<file path="config.mk">
export PLATFORM = sky130hd
export DESIGN_NAME = repetition_majority_decoder
export DESIGN_NICKNAME = d
export VERILOG_FILES = /design/src/rmd_pkg.sv /design/src/rmd_cell.sv /design/src/rmd_vote.sv /design/src/repetition_majority_decoder.sv
export SDC_FILE = /design/constraint.sdc
export NUM_CORES = 1
export LEC_CHECK = 0
export BUFFER_PORTS_ARGS = -buffer_cell sky130_fd_sc_hd__buf_2
export CORE_MARGIN = 2
export CORE_UTILIZATION = 60
export DETAILED_ROUTE_END_ITERATION = 16
export GPL_TIMING_DRIVEN = 0
export PLACE_DENSITY = 0.81
export SLEW_MARGIN = 20
export SYNTH_ARGS = -nofsm -noshare
export SYNTH_HDL_FRONTEND = slang
export SYNTH_SLANG_ARGS = --single-unit
export TNS_END_PERCENT = 5
</file>
<file path="constraint.sdc">
create_clock -name i_clk -period 5.9 [get_ports i_clk]
set_input_delay 1.18 -clock i_clk [delete_from_list [all_inputs] [get_ports i_clk]]
set_output_delay 1.18 -clock i_clk [all_outputs]
set_load 0.01 [all_outputs]
</file>
<file path="src/rmd_pkg.sv">
package rmd_pkg;

    localparam int MAX_COPIES_DEF = 8;
    localparam int BYTE_W         = 8;
    localparam int CFG_W          = 4;
    localparam int ERR_W          = 32;

    localparam logic [CFG_W-1:0]  CFG_RESET  = 4'd3;
    localparam logic [BYTE_W-1:0] SPACE_CODE = 8'h20;
    localparam logic [BYTE_W-1:0] PRINT_LOW  = 8'h20;
    localparam logic [BYTE_W-1:0] PRINT_HIGH = 8'h7E;

    // Per-cycle command broadcast to every cell of the chain
    typedef struct packed {
        logic accept;   // a byte transfer happens this cycle
        logic shift;    // move every cell one place toward the head
        logic clear;    // drop the partial block
    } t_cell_ctl;

endpackage

</file>
<file path="src/rmd_cell.sv">
module rmd_cell #(
    parameter int CNT_W = $clog2(rmd_pkg::MAX_COPIES_DEF + 1)
) (
    input  logic                     i_clk,
    input  logic                     i_rst_n,
    input  rmd_pkg::t_cell_ctl       i_ctl,
    input  logic [rmd_pkg::BYTE_W-1:0] i_data,
    input  logic [CNT_W-1:0]         i_new_count,
    input  logic                     i_prev_valid,
    input  logic                     i_next_valid,
    input  logic [rmd_pkg::BYTE_W-1:0] i_next_byte,
    input  logic [CNT_W-1:0]         i_next_count,
    output logic                     o_valid,
    output logic [rmd_pkg::BYTE_W-1:0] o_byte,
    output logic [CNT_W-1:0]         o_count,
    output logic [CNT_W-1:0]         o_match_count
);
    import rmd_pkg::*;

    logic               r_valid;
    logic [BYTE_W-1:0]  r_byte;
    logic [CNT_W-1:0]   r_count;
    logic               w_hit;

    assign w_hit = r_valid && (r_byte == i_data);

    always_ff @(posedge i_clk) begin
        if (!i_rst_n) begin
            r_valid <= 1'b0;
        end else if (i_ctl.clear) begin
            r_valid <= 1'b0;
        end else if (i_ctl.shift) begin
            r_valid <= i_next_valid;
        end else if (i_ctl.accept && !r_valid && i_prev_valid) begin
            r_valid <= 1'b1;
        end
    end

    always_ff @(posedge i_clk) begin
        if (i_ctl.shift) begin
            r_byte  <= i_next_byte;
            r_count <= i_next_count;
        end else if (i_ctl.accept) begin
            if (w_hit) begin
                r_count <= r_count + CNT_W'(1);
            end else if (!r_valid && i_prev_valid) begin
                r_byte  <= i_data;
                r_count <= i_new_count;
            end
        end
    end

    // Count this byte value will hold once the incoming copy is added
    assign o_match_count = w_hit ? r_count + CNT_W'(1) : '0;
    assign o_valid       = r_valid;
    assign o_byte        = r_byte;
    assign o_count       = r_count;

endmodule

</file>
<file path="src/rmd_vote.sv">
module rmd_vote #(
    parameter int CNT_W = $clog2(rmd_pkg::MAX_COPIES_DEF + 1)
) (
    input  logic                       i_clk,
    input  logic                       i_start,
    input  logic                       i_step,
    input  logic [rmd_pkg::BYTE_W-1:0] i_head_byte,
    input  logic [CNT_W-1:0]           i_head_count,
    output logic [rmd_pkg::BYTE_W-1:0] o_best_byte
);
    import rmd_pkg::*;

    logic [BYTE_W-1:0] r_best_byte;
    logic [CNT_W-1:0]  r_best_count;
    logic [BYTE_W-1:0] w_head_key;
    logic [BYTE_W-1:0] w_best_key;
    logic              w_take;

    // Signed byte order: flip the sign bit and compare unsigned
    assign w_head_key = {~i_head_byte[BYTE_W-1], i_head_byte[BYTE_W-2:0]};
    assign w_best_key = {~r_best_byte[BYTE_W-1], r_best_byte[BYTE_W-2:0]};

    assign w_take = (i_head_count > r_best_count) ||
                    ((i_head_count == r_best_count) && (w_head_key < w_best_key));

    always_ff @(posedge i_clk) begin
        if (i_start) begin
            r_best_count <= '0;
        end else if (i_step && w_take) begin
            r_best_count <= i_head_count;
            r_best_byte  <= i_head_byte;
        end
    end

    assign o_best_byte = r_best_byte;

endmodule

</file>
<file path="src/repetition_majority_decoder.sv">
// Repetition code decoder by majority vote.
// Input channel (i_in_valid / o_in_ready / i_data_byte): one received copy per
// transfer. Copies group into blocks of copies_per_symbol bytes (0 acts as 1,
// values above MAX_COPIES act as MAX_COPIES).
// Config channel (i_cfg_valid / o_cfg_ready / i_copies_per_symbol): sets the
// block length and drops any partial block.
// Output channel (o_out_valid / i_out_ready): one result per complete block:
// the most frequent byte (ties to the smaller signed value), or a space with
// o_not_printable set when the winner is outside 0x20..0x7E, plus the
// saturating total of replaced blocks.
// Timing: while a block is collected the input is ready unless a config write
// is pending, so its copies can enter one per cycle. After the last copy the
// cell chain shifts its n entries past the vote unit, one cell per cycle, and
// the input takes no new copy until the result is loaded.
// A stalled receiver holds the result in the output register; the next block
// streams in meanwhile and waits at its end until the register drains.
// Reset: block length 3, no partial block, error total zero, no result.
module repetition_majority_decoder #(
    parameter int MAX_COPIES = rmd_pkg::MAX_COPIES_DEF
) (
    input  logic                        i_clk,
    input  logic                        i_rst_n,
    input  logic                        i_cfg_valid,
    output logic                        o_cfg_ready,
    input  logic [rmd_pkg::CFG_W-1:0]   i_copies_per_symbol,
    input  logic                        i_in_valid,
    output logic                        o_in_ready,
    input  logic [rmd_pkg::BYTE_W-1:0]  i_data_byte,
    output logic                        o_out_valid,
    input  logic                        i_out_ready,
    output logic [rmd_pkg::BYTE_W-1:0]  o_corrected_byte,
    output logic                        o_not_printable,
    output logic [rmd_pkg::ERR_W-1:0]   o_error_total
);
    import rmd_pkg::*;

    localparam int CNT_W = $clog2(MAX_COPIES + 1);

    localparam logic [1:0] ST_IDLE = 2'd0;
    localparam logic [1:0] ST_SCAN = 2'd1;
    localparam logic [1:0] ST_DONE = 2'd2;

    logic [1:0]        r_state;
    logic [1:0]        n_state;
    logic [CFG_W-1:0]  r_cfg;
    logic [CNT_W-1:0]  r_fill;
    logic [CNT_W-1:0]  r_left;
    logic [ERR_W-1:0]  r_err;
    logic              r_out_valid;
    logic [BYTE_W-1:0] r_out_byte;
    logic              r_out_bad;

    logic [CNT_W-1:0]  w_len;
    logic              w_cfg_xfer;
    logic              w_in_xfer;
    logic              w_last_copy;
    logic              w_finish;
    logic              w_bad;
    t_cell_ctl         w_ctl;
    logic [CNT_W-1:0]  w_new_count;
    logic [BYTE_W-1:0] w_best_byte;

    logic [MAX_COPIES-1:0] w_valid;
    logic [BYTE_W-1:0]     w_byte  [MAX_COPIES];
    logic [CNT_W-1:0]      w_count [MAX_COPIES];
    logic [CNT_W-1:0]      w_match [MAX_COPIES];

    // Effective block length
    always_comb begin
        if (r_cfg == '0) begin
            w_len = CNT_W'(1);
        end else if (int'(r_cfg) > MAX_COPIES) begin
            w_len = CNT_W'(MAX_COPIES);
        end else begin
            w_len = CNT_W'(r_cfg);
        end
    end

    assign o_cfg_ready = (r_state == ST_IDLE);
    assign o_in_ready  = (r_state == ST_IDLE) && !i_cfg_valid;
    assign w_cfg_xfer  = i_cfg_valid && o_cfg_ready;
    assign w_in_xfer   = i_in_valid && o_in_ready;
    assign w_last_copy = (r_fill + CNT_W'(1)) == w_len;
    assign w_finish    = (r_state == ST_DONE) && (!r_out_valid || i_out_ready);

    assign w_ctl.accept = w_in_xfer;
    assign w_ctl.shift  = (r_state == ST_SCAN);
    assign w_ctl.clear  = w_cfg_xfer;

    // Matching cells all hold the same count, so an OR picks it up
    always_comb begin
        w_new_count = '0;
        for (int i = 0; i < MAX_COPIES; i++) begin
            w_new_count = w_new_count | w_match[i];
        end
        if (w_new_count == '0) begin
            w_new_count = CNT_W'(1);
        end
    end

    // Cell chain: a new copy lands in the first empty cell; during the vote
    // every cell hands its entry to the one nearer the head.
    for (genvar g = 0; g < MAX_COPIES; g++) begin : g_cell
        logic              w_prev_valid;
        logic              w_next_valid;
        logic [BYTE_W-1:0] w_next_byte;
        logic [CNT_W-1:0]  w_next_count;

        if (g == 0) begin : g_head
            assign w_prev_valid = 1'b1;
        end else begin : g_body
            assign w_prev_valid = w_valid[g-1];
        end

        if (g == MAX_COPIES - 1) begin : g_tail
            assign w_next_valid = 1'b0;
            assign w_next_byte  = '0;
            assign w_next_count = '0;
        end else begin : g_link
            assign w_next_valid = w_valid[g+1];
            assign w_next_byte  = w_byte[g+1];
            assign w_next_count = w_count[g+1];
        end

        rmd_cell #(
            .CNT_W (CNT_W)
        ) u_cell (
            .i_clk         (i_clk),
            .i_rst_n       (i_rst_n),
            .i_ctl         (w_ctl),
            .i_data        (i_data_byte),
            .i_new_count   (w_new_count),
            .i_prev_valid  (w_prev_valid),
            .i_next_valid  (w_next_valid),
            .i_next_byte   (w_next_byte),
            .i_next_count  (w_next_count),
            .o_valid       (w_valid[g]),
            .o_byte        (w_byte[g]),
            .o_count       (w_count[g]),
            .o_match_count (w_match[g])
        );
    end

    rmd_vote #(
        .CNT_W (CNT_W)
    ) u_vote (
        .i_clk        (i_clk),
        .i_start      (w_in_xfer && w_last_copy),
        .i_step       (r_state == ST_SCAN),
        .i_head_byte  (w_byte[0]),
        .i_head_count (w_count[0]),
        .o_best_byte  (w_best_byte)
    );

    assign w_bad = (w_best_byte < PRINT_LOW) || (w_best_byte > PRINT_HIGH);

    always_comb begin
        n_state = r_state;
        case (r_state)
            ST_IDLE: begin
                if (w_in_xfer && w_last_copy) begin
                    n_state = ST_SCAN;
                end
            end
            ST_SCAN: begin
                if (r_left == CNT_W'(1)) begin
                    n_state = ST_DONE;
                end
            end
            ST_DONE: begin
                if (w_finish) begin
                    n_state = ST_IDLE;
                end
            end
            default: begin
                n_state = ST_IDLE;
            end
        endcase
    end

    always_ff @(posedge i_clk) begin
        if (!i_rst_n) begin
            r_state     <= ST_IDLE;
            r_cfg       <= CFG_RESET;
            r_fill      <= '0;
            r_left      <= '0;
            r_err       <= '0;
            r_out_valid <= 1'b0;
        end else begin
            r_state <= n_state;
            // Block bookkeeping
            if (w_cfg_xfer) begin
                r_cfg  <= i_copies_per_symbol;
                r_fill <= '0;
            end else if (w_in_xfer) begin
                if (w_last_copy) begin
                    r_fill <= '0;
                    r_left <= w_len;
                end else begin
                    r_fill <= r_fill + CNT_W'(1);
                end
            end else if (r_state == ST_SCAN) begin
                r_left <= r_left - CNT_W'(1);
            end
            // Output register: load on finish, drop on transfer
            if (w_finish) begin
                r_out_valid <= 1'b1;
                if (w_bad && (r_err != '1)) begin
                    r_err <= r_err + ERR_W'(1);
                end
            end else if (i_out_ready) begin
                r_out_valid <= 1'b0;
            end
        end
    end

    always_ff @(posedge i_clk) begin
        if (w_finish) begin
            r_out_byte <= w_bad ? SPACE_CODE : w_best_byte;
            r_out_bad  <= w_bad;
        end
    end

    assign o_out_valid      = r_out_valid;
    assign o_corrected_byte = r_out_byte;
    assign o_not_printable  = r_out_bad;
    assign o_error_total    = r_err;

    // Filled cells always form an unbroken run from the head
    a_cells_packed: assert property (@(posedge i_clk) disable iff (!i_rst_n)
        ((w_valid & (w_valid + MAX_COPIES'(1))) == '0))
        else $error("cell chain has a gap");

    // While collecting, the fill count matches the filled cells
    a_fill_matches: assert property (@(posedge i_clk) disable iff (!i_rst_n)
        (r_state == ST_IDLE) |-> ($countones(w_valid) == int'(r_fill)))
        else $error("fill count out of step with cells");

    // The vote drains every cell before the result is formed
    a_drained: assert property (@(posedge i_clk) disable iff (!i_rst_n)
        (r_state == ST_DONE) |-> (w_valid == '0))
        else $error("cells left after vote");

    // A finished block always reaches the output register next cycle
    a_result_loaded: assert property (@(posedge i_clk) disable iff (!i_rst_n)
        w_finish |=> o_out_valid)
        else $error("result not presented");

endmodule

</file>
Yosys cells after proc, flatten, opt, wreduce, memory -nomap -nowiden --
Index checks and enable logic that the tools add are counted.
Word-level totals: bits in registers 172, output and inout bits 44, bits of input ports 17
Cells by class: reduce and logical (&&, ||, !) cells 98, bitwise gates (word level) 13, multiplexer cells 93, $lt $le $gt $ge 5, equality and inequality tests 27, add/sub/neg operators 11
Operators by type and width (number):
- 8-bit two-way mux | 28
- 4-bit two-way mux | 45
- 8-bit equality test | 8
- 1-bit logical AND | 38
- 4-bit by 1-bit adder with 4-bit output (second input constant) | 9
- 32-bit by 1-bit adder with 32-bit output (second input constant) | 1
- 32-bit inequality test (second input constant) | 1
- 2-bit nonzero test | 16
- 3-bit AND reduction | 10
- 4-bit bitwise OR | 7
- 2-bit by 1-bit inequality test with 1-bit output (second input constant) | 10
- 2-bit AND reduction | 10
- 3-bit nonzero test | 6
- 1-bit two-way mux | 16
- 1-bit zero test | 10
- 4-bit equality test | 2
- 8-bit by 7-bit greater-than comparator with 1-bit output (second input constant) | 1
- 4-bit zero test | 2
- 8-bit by 6-bit < comparator with 1-bit output (second input constant) | 1
- 8-bit < comparator | 1
- 2-bit two-way mux | 3
- 1-bit inverter | 6
- 2-bit one-hot mux with 3 select lines | 1
- 4-bit by 1-bit equality test with 1-bit output (second input constant) | 1
- other kinds (11) | 14

Depth between registers and ports, before layout --
Gate-level depths: netlist of run 1.
word-level depth 16, gate-level depth with buffers 10

Cells and area by module --
Synthesis of run 1 repeated with hierarchy kept, for this count alone.
Unflattened totals: cells, all modules 962, area, all modules 10208.5 sq um
By module, submodules not included:
- rmd_cell | cells each 68, sequential area each 380.4 sq um, area an instance 804.5 sq um, times used 8
- repetition_majority_decoder | cells each 354, sequential area each 1211.2 sq um, area an instance 3041.7 sq um, times used 1
- rmd_vote | cells each 64, sequential area each 320.3 sq um, area an instance 730.7 sq um, times used 1

Worst setup path before layout of run 1 --
OpenSTA, ideal clock, no wires.
path type input to register, start in i_cfg_valid, end reg g_cell[2].u_cell.r_count[0] (enable), cell stages on the path 7, required time 5562 ps, arrival time 3211 ps, setup time 338 ps, path slack 2352 ps, cells stage by stage nor3_1 > and2_1 > clkbuf_1 > clkbuf_1 > nand2_1 > o21ai_0 > o21bai_1
On the way: cells in the longest elaborated chain, start to end 5
RTL lines:
- start, declared | line repetition_majority_decoder.sv:23 | input logic i_cfg_valid,
- 1-bit zero test | line repetition_majority_decoder.sv:80 | assign o_in_ready = (r_state == ST_IDLE) && !i_cfg_valid;
- 1-bit logical AND | line repetition_majority_decoder.sv:80
- 1-bit logical AND | line repetition_majority_decoder.sv:82 | assign w_in_xfer = i_in_valid && o_in_ready;
- 2-bit nonzero test (no line)
- 2-bit AND reduction (no line)
- end signal, assigned | line rmd_cell.sv:42 | r_count <= i_next_count;
- end signal, assigned | line rmd_cell.sv:45 | r_count <= r_count + CNT_W'(1);
- end signal, assigned | line rmd_cell.sv:48 | r_count <= i_new_count;
- end, declared | line rmd_cell.sv:22 | logic [CNT_W-1:0] r_count;
No other way between the ends. A chain may end at the register's enable or synchronous reset.

Worst setup path after layout of run 1 --
start in i_cfg_valid, end reg g_cell[4].u_cell.r_count[0] (enable)
On the way: cells in the longest elaborated chain, start to end 5
RTL lines (line):
- 1-bit zero test | repetition_majority_decoder.sv:80
- 1-bit logical AND | repetition_majority_decoder.sv:80
- 1-bit logical AND | repetition_majority_decoder.sv:82
- 2-bit nonzero test (no line)
- 2-bit AND reduction (no line)
- end signal, assigned | rmd_cell.sv:42
- end signal, assigned | rmd_cell.sv:45
- end signal, assigned | rmd_cell.sv:48
- end, declared | rmd_cell.sv:22
No other way between the ends.

==> reports/metrics.yaml, run 1 <==
min_to: "u_vote.r_best_count[1]$_SDFFE_PP0P_"
synth_seq_cells: 172
multiInputGateArea_sq_um: 4700
synth_edf_count: 101
grt_pass1_wl_microns: 36000
ys.flop_type: "edfxtp_1"
grt_max_degree: 17
hold_depth: 2
dr.pass1.iters: 5
hp-class: "register to register"
ir_drop_uv: 225
muxShareOfSynthArea_pct: 3.40
h-tree-depth: 4
synth_top_family_by_area: "simple AND/OR/NAND/NOR gates"
drive_above_1_share_pct: 12.8
die_x_microns: 130
rsz0062_at_grt: "no"
num_rows: 46
ys_seq_area_share_pct: 46.6
finalInstanceArea_sq_um: 10700
finalCritPeriodShare_pct: 62.7
detail-route-antenna-nets: 0
post_drt_wl_per_cell_microns: 18.2
synth-xor-area-share_pct: 10.3
ys_warn_count: 0
core_area_sq_um: 15700
synthesis.area_sq_um: 9560
cts_sinks: 172
r2r_start: "r_state[1]$_SDFFE_PN0P_"
fin_crit_ps: 3700
cp_common_cell: "clkbuf_1"
cts_root_buffer: "clkbuf_16"
syn-instance-count: 940
crit_family: "compound AO/OA/AOI/OAI gates"
synth_area_per_cell_sq_um: 10.2
startpoint_type: "input pin"
slew_headroom_pct: 35.5
cts-resized-gates: 0
hold_viol_final: 0
reg2regPathDepth: 7
vias: 7389
critPathCaptureType: "register"
ios: 61
ctsLongestPathBuffers: 2
synthAdderAreaFrac_pct: 3.01
gr-total-overflow: 0
hold_start: "u_vote.r_best_count[1]$_SDFFE_PP0P_"
rrSetupSlack_ps: 2650
finalMaxSlewViolations: 0
gp_congestion: 0.953
insertion_delay_ps: 430
r2r_end: "g_cell[4].u_cell.o_count[0]$_DFFE_PP_"
crit_slowest_cell: "o21ai_1"
setup_viol: 0
wirelength_microns: 22500
synth.distinct_cells: 65
maxCapViolCount: 0
clkTransAtPathRegs_ps: 60
critical_path_class: "input pin to register"
drtIter0Drc: 615
critPathMaxStageDelay_ps: 720
status: "finished clean"
vias_per_cell: 5.96
syn_nets: 980
nets: 1050
place_hpwl_microns: 16800
cts_tree: "done"
yosys.area_share.simple_pct: 17.7
placed_cell_area_sq_um: 10100
grt_pass1_vias: 7066
die_height_microns: 130
cts_buffers: 17
worstMarginPinSlew_ps: 966
powerDensity_nw_per_um2: 261
cp.depth: 8
synth_compound_area_share_pct: 14.7
cts_setup_buffers: 0
critPathRequiredTime_ps: 5980
skew_ps: 9.83
die_area_sq_um: 17000
tns_ps: 0
io_buffers: 51
cts-hold-fix-buffers: 0
regArea_sq_um: 4450
arrival_ps: 3780
area_delta_synth_final_pct: 11.5
path_cells: "buf_2 > nor3_1 > and2_1 > clkbuf_1 > clkbuf_1 > nand2_1 > o21ai_1 > o21bai_1"
async_flop_share_pct: 0
worstPathMaxFanout: 10
floorplan.initialDensity_pct: 60.8
grt_use_total_pct: 27.5
leakagePower_uw: 0.00438
path_buf_inv: 3
antenna_found_initial: 0
diodes: 0
drc: 0
n_fill_cell: 1244
max_clock_freq_ghz: 0.270
-- per-layer routing --
metal	share of wire [%]	vias to the layer above	wire [microns]	GRT usage (%)
met5	0	-	0	0
met4	2.4	0	530	10.4
met3	6.5	41	1470	5.08
met2	49	292	11100	47.8
met1	42	3515	9430	34.1
li1	-	3541	-	-
-- tightest hold or removal path: cells and delay by family, from the launching register on --
| kind | cells | cell delay, ps |
|---|---|---|
| DFF | 1 | 310 |
| muxes | 1 | 60 |
| and+or+nand+nor | 1 | 50 |
-- cells in the mapped netlist, types with 21 or more instances --
cell type  count  area (sq um)
a21o_1        72           541
a21oi_1       21           105
and2_1        37           231
clkbuf_1      34           128
dfxtp_1       71          1420
edfxtp_1     101          3030
ha_1          23           288
inv_1         36           135
nand2_1       63           236
nand3_1       37           185
nor2_1        68           255
nor4_1        29           181
o21ai_0       22           110
xnor2_1       87           762
xor2_1        22           193
-- final cells by class --
class / instances / area share, %
clock buffer: 19 / 4.25
timing repair buffer: 51 / 2.40
inverter: 36 / 1.27
sequential: 172 / 41.8
buffer: 53 / 2.55
multi-input combinational: 679 / 44.1
tap: 216 / 2.54
clock inverter: 13 / 1.10
-- report_power, final --
group,switching [uW],internal [uW],leakage [uW],total (uW)
Sequential,42.1,1340,0.00149,1380
Combinational,191,133,0.00262,325
Clock,478,605,0.000272,1080
Total,711,2070,0.00438,2790
-- logic make-up after synthesis --
group	count (synthesis)
DFF	172
AOI/OAI and AO/OA	193
adders and majority gates	23
buffers and inverters	89
other	1
muxes	29
xor gates and xnor gates	111
and+or+nand+nor	322
-- state kept, by name, indices dropped and copies added, names as in the netlist --
register and cells:
g_cell.u_cell.o_count 32, r_fill 4, o_error_total 32, u_vote.o_best_byte 8
o_out_valid 1, o_corrected_byte 8, g_cell.u_cell.o_byte 64, u_vote.r_best_count 4
r_cfg 4, r_state 2, o_not_printable 1, g_cell.u_cell.o_valid 8
r_left 4
-- metrics by stage --
stage | setup slack (ps) | total power (uW) | hold WS, ps | cells | util, %
6_report | 2200 | 2790 | 465 | 1239 | 67.8
5_1_grt | 2110 | 2890 | 490 | 1239 | 67.8
4_1_cts | 1970 | 2790 | 464 | 1239 | 67.8
3_5_place_dp | 1480 | 1720 | 456 | 1207 | 64.2
3_3_place_gp | 1510 | 1710 | 446 | 1207 | 64.2
2_1_floorplan | 2350 | 1640 | 431 | 940 | -
-- cell usage in the layout, fill, tap and decap left out, types with 15 or more instances in the layout --
master     count
nand4_1       17
nand3_1       37
o21ai_0       15
clkbuf_1      34
and2_1        37
nand2_1       63
inv_1         36
xor2_1        22
a21o_1        72
nor4_1        29
nor2_1        68
mux2i_1       16
xnor2_1       87
buf_2         58
edfxtp_1     101
ha_1          23
a21oi_1       21
dfxtp_1       71
clkbuf_16     17
-- how the worst max path moves through the flow --
stage	startpoint	to	slack [ps]
2_1_floorplan	i_cfg_valid	g_cell[2].u_cell.o_count[0]$_DFFE_PP_	2350
3_3_place_gp	i_cfg_valid	g_cell[4].u_cell.o_count[3]$_DFFE_PP_	1510
3_5_place_dp	i_cfg_valid	g_cell[1].u_cell.o_count[3]$_DFFE_PP_	1480
4_1_cts	i_cfg_valid	g_cell[1].u_cell.o_count[1]$_DFFE_PP_	1970
5_1_grt	i_cfg_valid	g_cell[4].u_cell.o_count[3]$_DFFE_PP_	2110
6_report	i_cfg_valid	g_cell[4].u_cell.o_count[0]$_DFFE_PP_	2200
(Power assumes the default switching activity.)
==> inputs of run 2 (changes only) <==
--- a/config.mk
+++ b/config.mk
@@ -7,10 +7,10 @@
 export LEC_CHECK = 0
 export BUFFER_PORTS_ARGS = -buffer_cell sky130_fd_sc_hd__buf_2
 export CORE_MARGIN = 2
-export CORE_UTILIZATION = 60
+export CORE_UTILIZATION = 55
 export DETAILED_ROUTE_END_ITERATION = 16
 export GPL_TIMING_DRIVEN = 0
-export PLACE_DENSITY = 0.81
+export PLACE_DENSITY = 0.78
 export SLEW_MARGIN = 20
 export SYNTH_ARGS = -nofsm -noshare
 export SYNTH_HDL_FRONTEND = slang
==> constraint.sdc (replaced) <==
create_clock -name i_clk -period 3.1 [get_ports i_clk]
set_input_delay 0.62 -clock i_clk [delete_from_list [all_inputs] [get_ports i_clk]]
set_output_delay 0.62 -clock i_clk [all_outputs]
set_load 0.01 [all_outputs]
==> run 2 against run 1 <==
  * Critical path depth decreased by 1
  * Clock-buffer cell count decreased by 2
  * Power increased by 110%
  * Global-route usage decreased by 2.3 points
  * First-iteration DRC count increased by 1.6%
  * Design area increased by 1.4%
  * Core utilization decreased by 4.7 points
  * Die area increased by 8.8%
  * Via count increased by 0.22%
  * Critical path type is now register to register
==> reports/metrics.yaml, run 2 (synthesized netlist as in run 1, its figures left out) <==
grtUsageMet1_pct: 32.1
cts_sinks: 172
io_buffers: 51
cts_root_buffer: "clkbuf_16"
finalMaxSlewViolations: 0
critPathCaptureType: "register"
vias_per_cell: 5.93
gr-total-overflow: 0
cts_setup_buffers: 0
insertion_delay_ps: 430
setup_viol: 0
die_height_microns: 136
use_met2_pct: 44.0
worstMarginPinSlew_ps: 1000
drive_above_1_share_pct: 13.7
min_to: "r_cfg[2]$_SDFFE_PN0P_"
core_area_sq_um: 17100
grt_pass1_wl_microns: 36200
max_clock_freq_ghz: 0.333
worstPathMaxFanout: 10
antenna_found_initial: 0
h-tree-depth: 4
pre_cts_ws_ps: -503
final_common_cell: "edfxtp_1"
arrival_ps: 3090
fin_crit_ps: 3000
hold_start: "i_copies_per_symbol[2]"
finalInstanceArea_sq_um: 10800
largest_reg_flops: 64
hold_viol_final: 0
area_delta_synth_final_pct: 13.1
floorplan.initialDensity_pct: 55.8
reg2regPathDepth: 7
die_x_microns: 136
r2r_start: "r_state[1]$_SDFFE_PN0P_"
drtIter0Drc: 625
leakagePower_uw: 0.00444
critPathRequiredTime_ps: 3190
grt_max_degree: 17
placed_cell_area_sq_um: 10100
grt_use_total_pct: 25.2
status: "finished clean"
cts_buffers: 17
r2r_end: "g_cell[1].u_cell.o_count[1]$_DFFE_PP_"
finalWorstSetupSlack_ps: 97.4
hp-class: "input pin to register"
nets: 1050
ir_drop_uv: 463
gp_congestion: 0.963
rsz0062_at_grt: "yes"
grt_busiest_layer: "met2"
rrSetupSlack_ps: 100
vias: 7405
ios: 61
place_hpwl_microns: 17100
wirelength_microns: 22900
critical_path_class: "register to register"
postLayoutCoreUtil_pct: 63.1
post_drt_wl_per_cell_microns: 18.3
mostFrequentLayoutCells: "edfxtp_1 (101), xnor2_1 (87), a21o_1 (72)"
slew_headroom_pct: 33.1
die_area_sq_um: 18500
dr.pass1.iters: 6
skew_ps: 13.1
cts_tree: "done"
drc: 0
grtUsageMet3_pct: 5.07
diodes: 0
hold_depth: 3
clkTransAtPathRegs_ps: 70
num_rows: 48
finalCritPeriodShare_pct: 96.9
ctsLongestPathBuffers: 2
startpoint_type: "register"
maxCapViolCount: 0
grt_pass1_vias: 7035
detail-route-antenna-nets: 0
powerDensity_nw_per_um2: 530
## run 2: area by class of cell
cell class	count	area, sq um
Buffer	53	272
Clock buffer	17	425
Clock inverter	15	264
Fill cell	1401	6310
Inverter	36	135
Multi-Input combinational cell	679	4720
Sequential cell	172	4450
Tap cell	225	282
Timing Repair Buffer	51	255
## run 2: what timing repair did
item / CTS / global route
endpoints found under the setup margin: 20 / 24
hold buffers: 0 / 0
resized for setup: 5 / 1
## run 2: power breakdown
part           switching, uW  total, uW  internal, uW
clock network            959       2490          1530
registers               80.0       2620          2540
logic                    361        616           255
## run 2: worst max path at each step
stage	from	endpoint	slack [ps]	depth (start not counted)
after global routing	r_state[1]$_SDFFE_PN0P_	g_cell[4].u_cell.o_count[0]$_DFFE_PP_	-90	7
final	r_state[1]$_SDFFE_PN0P_	g_cell[1].u_cell.o_count[1]$_DFFE_PP_	100	7
after CTS	r_state[1]$_SDFFE_PN0P_	g_cell[5].u_cell.o_count[0]$_DFFE_PP_	5	7
after detailed placement	i_cfg_valid	g_cell[2].u_cell.o_count[1]$_DFFE_PP_	-500	8
after floorplan	i_cfg_valid	g_cell[2].u_cell.o_count[0]$_DFFE_PP_	110	7
after global placement	i_cfg_valid	g_cell[4].u_cell.o_count[0]$_DFFE_PP_	-870	8
## run 2: routing by layer
metal / wire length [microns] / share of wire, %
met1: 9510 / 42
met3: 1680 / 7.3
met2: 11200 / 49
met4: 428 / 1.9
met5: 0 / 0
## run 2: stage by stage
stage,TNS (ps),cells,hold WS (ps),power [uW]
after global placement,-43440,1216,446,3250
after detailed placement,-19490,1216,455,3280
final,0,1248,447,5720
after CTS,0,1248,447,5730
after global routing,-911,1248,439,5920
after floorplan,0,940,431,3110
## run 2: worst max-delay path, stage by stage (launching register included)
cell and delay, ps:
dfxtp_1 350, nor3_1 350, and2_1 180, clkbuf_1 340
clkbuf_1 510, nand2_1 190, o21ai_2 430, o21bai_1 300
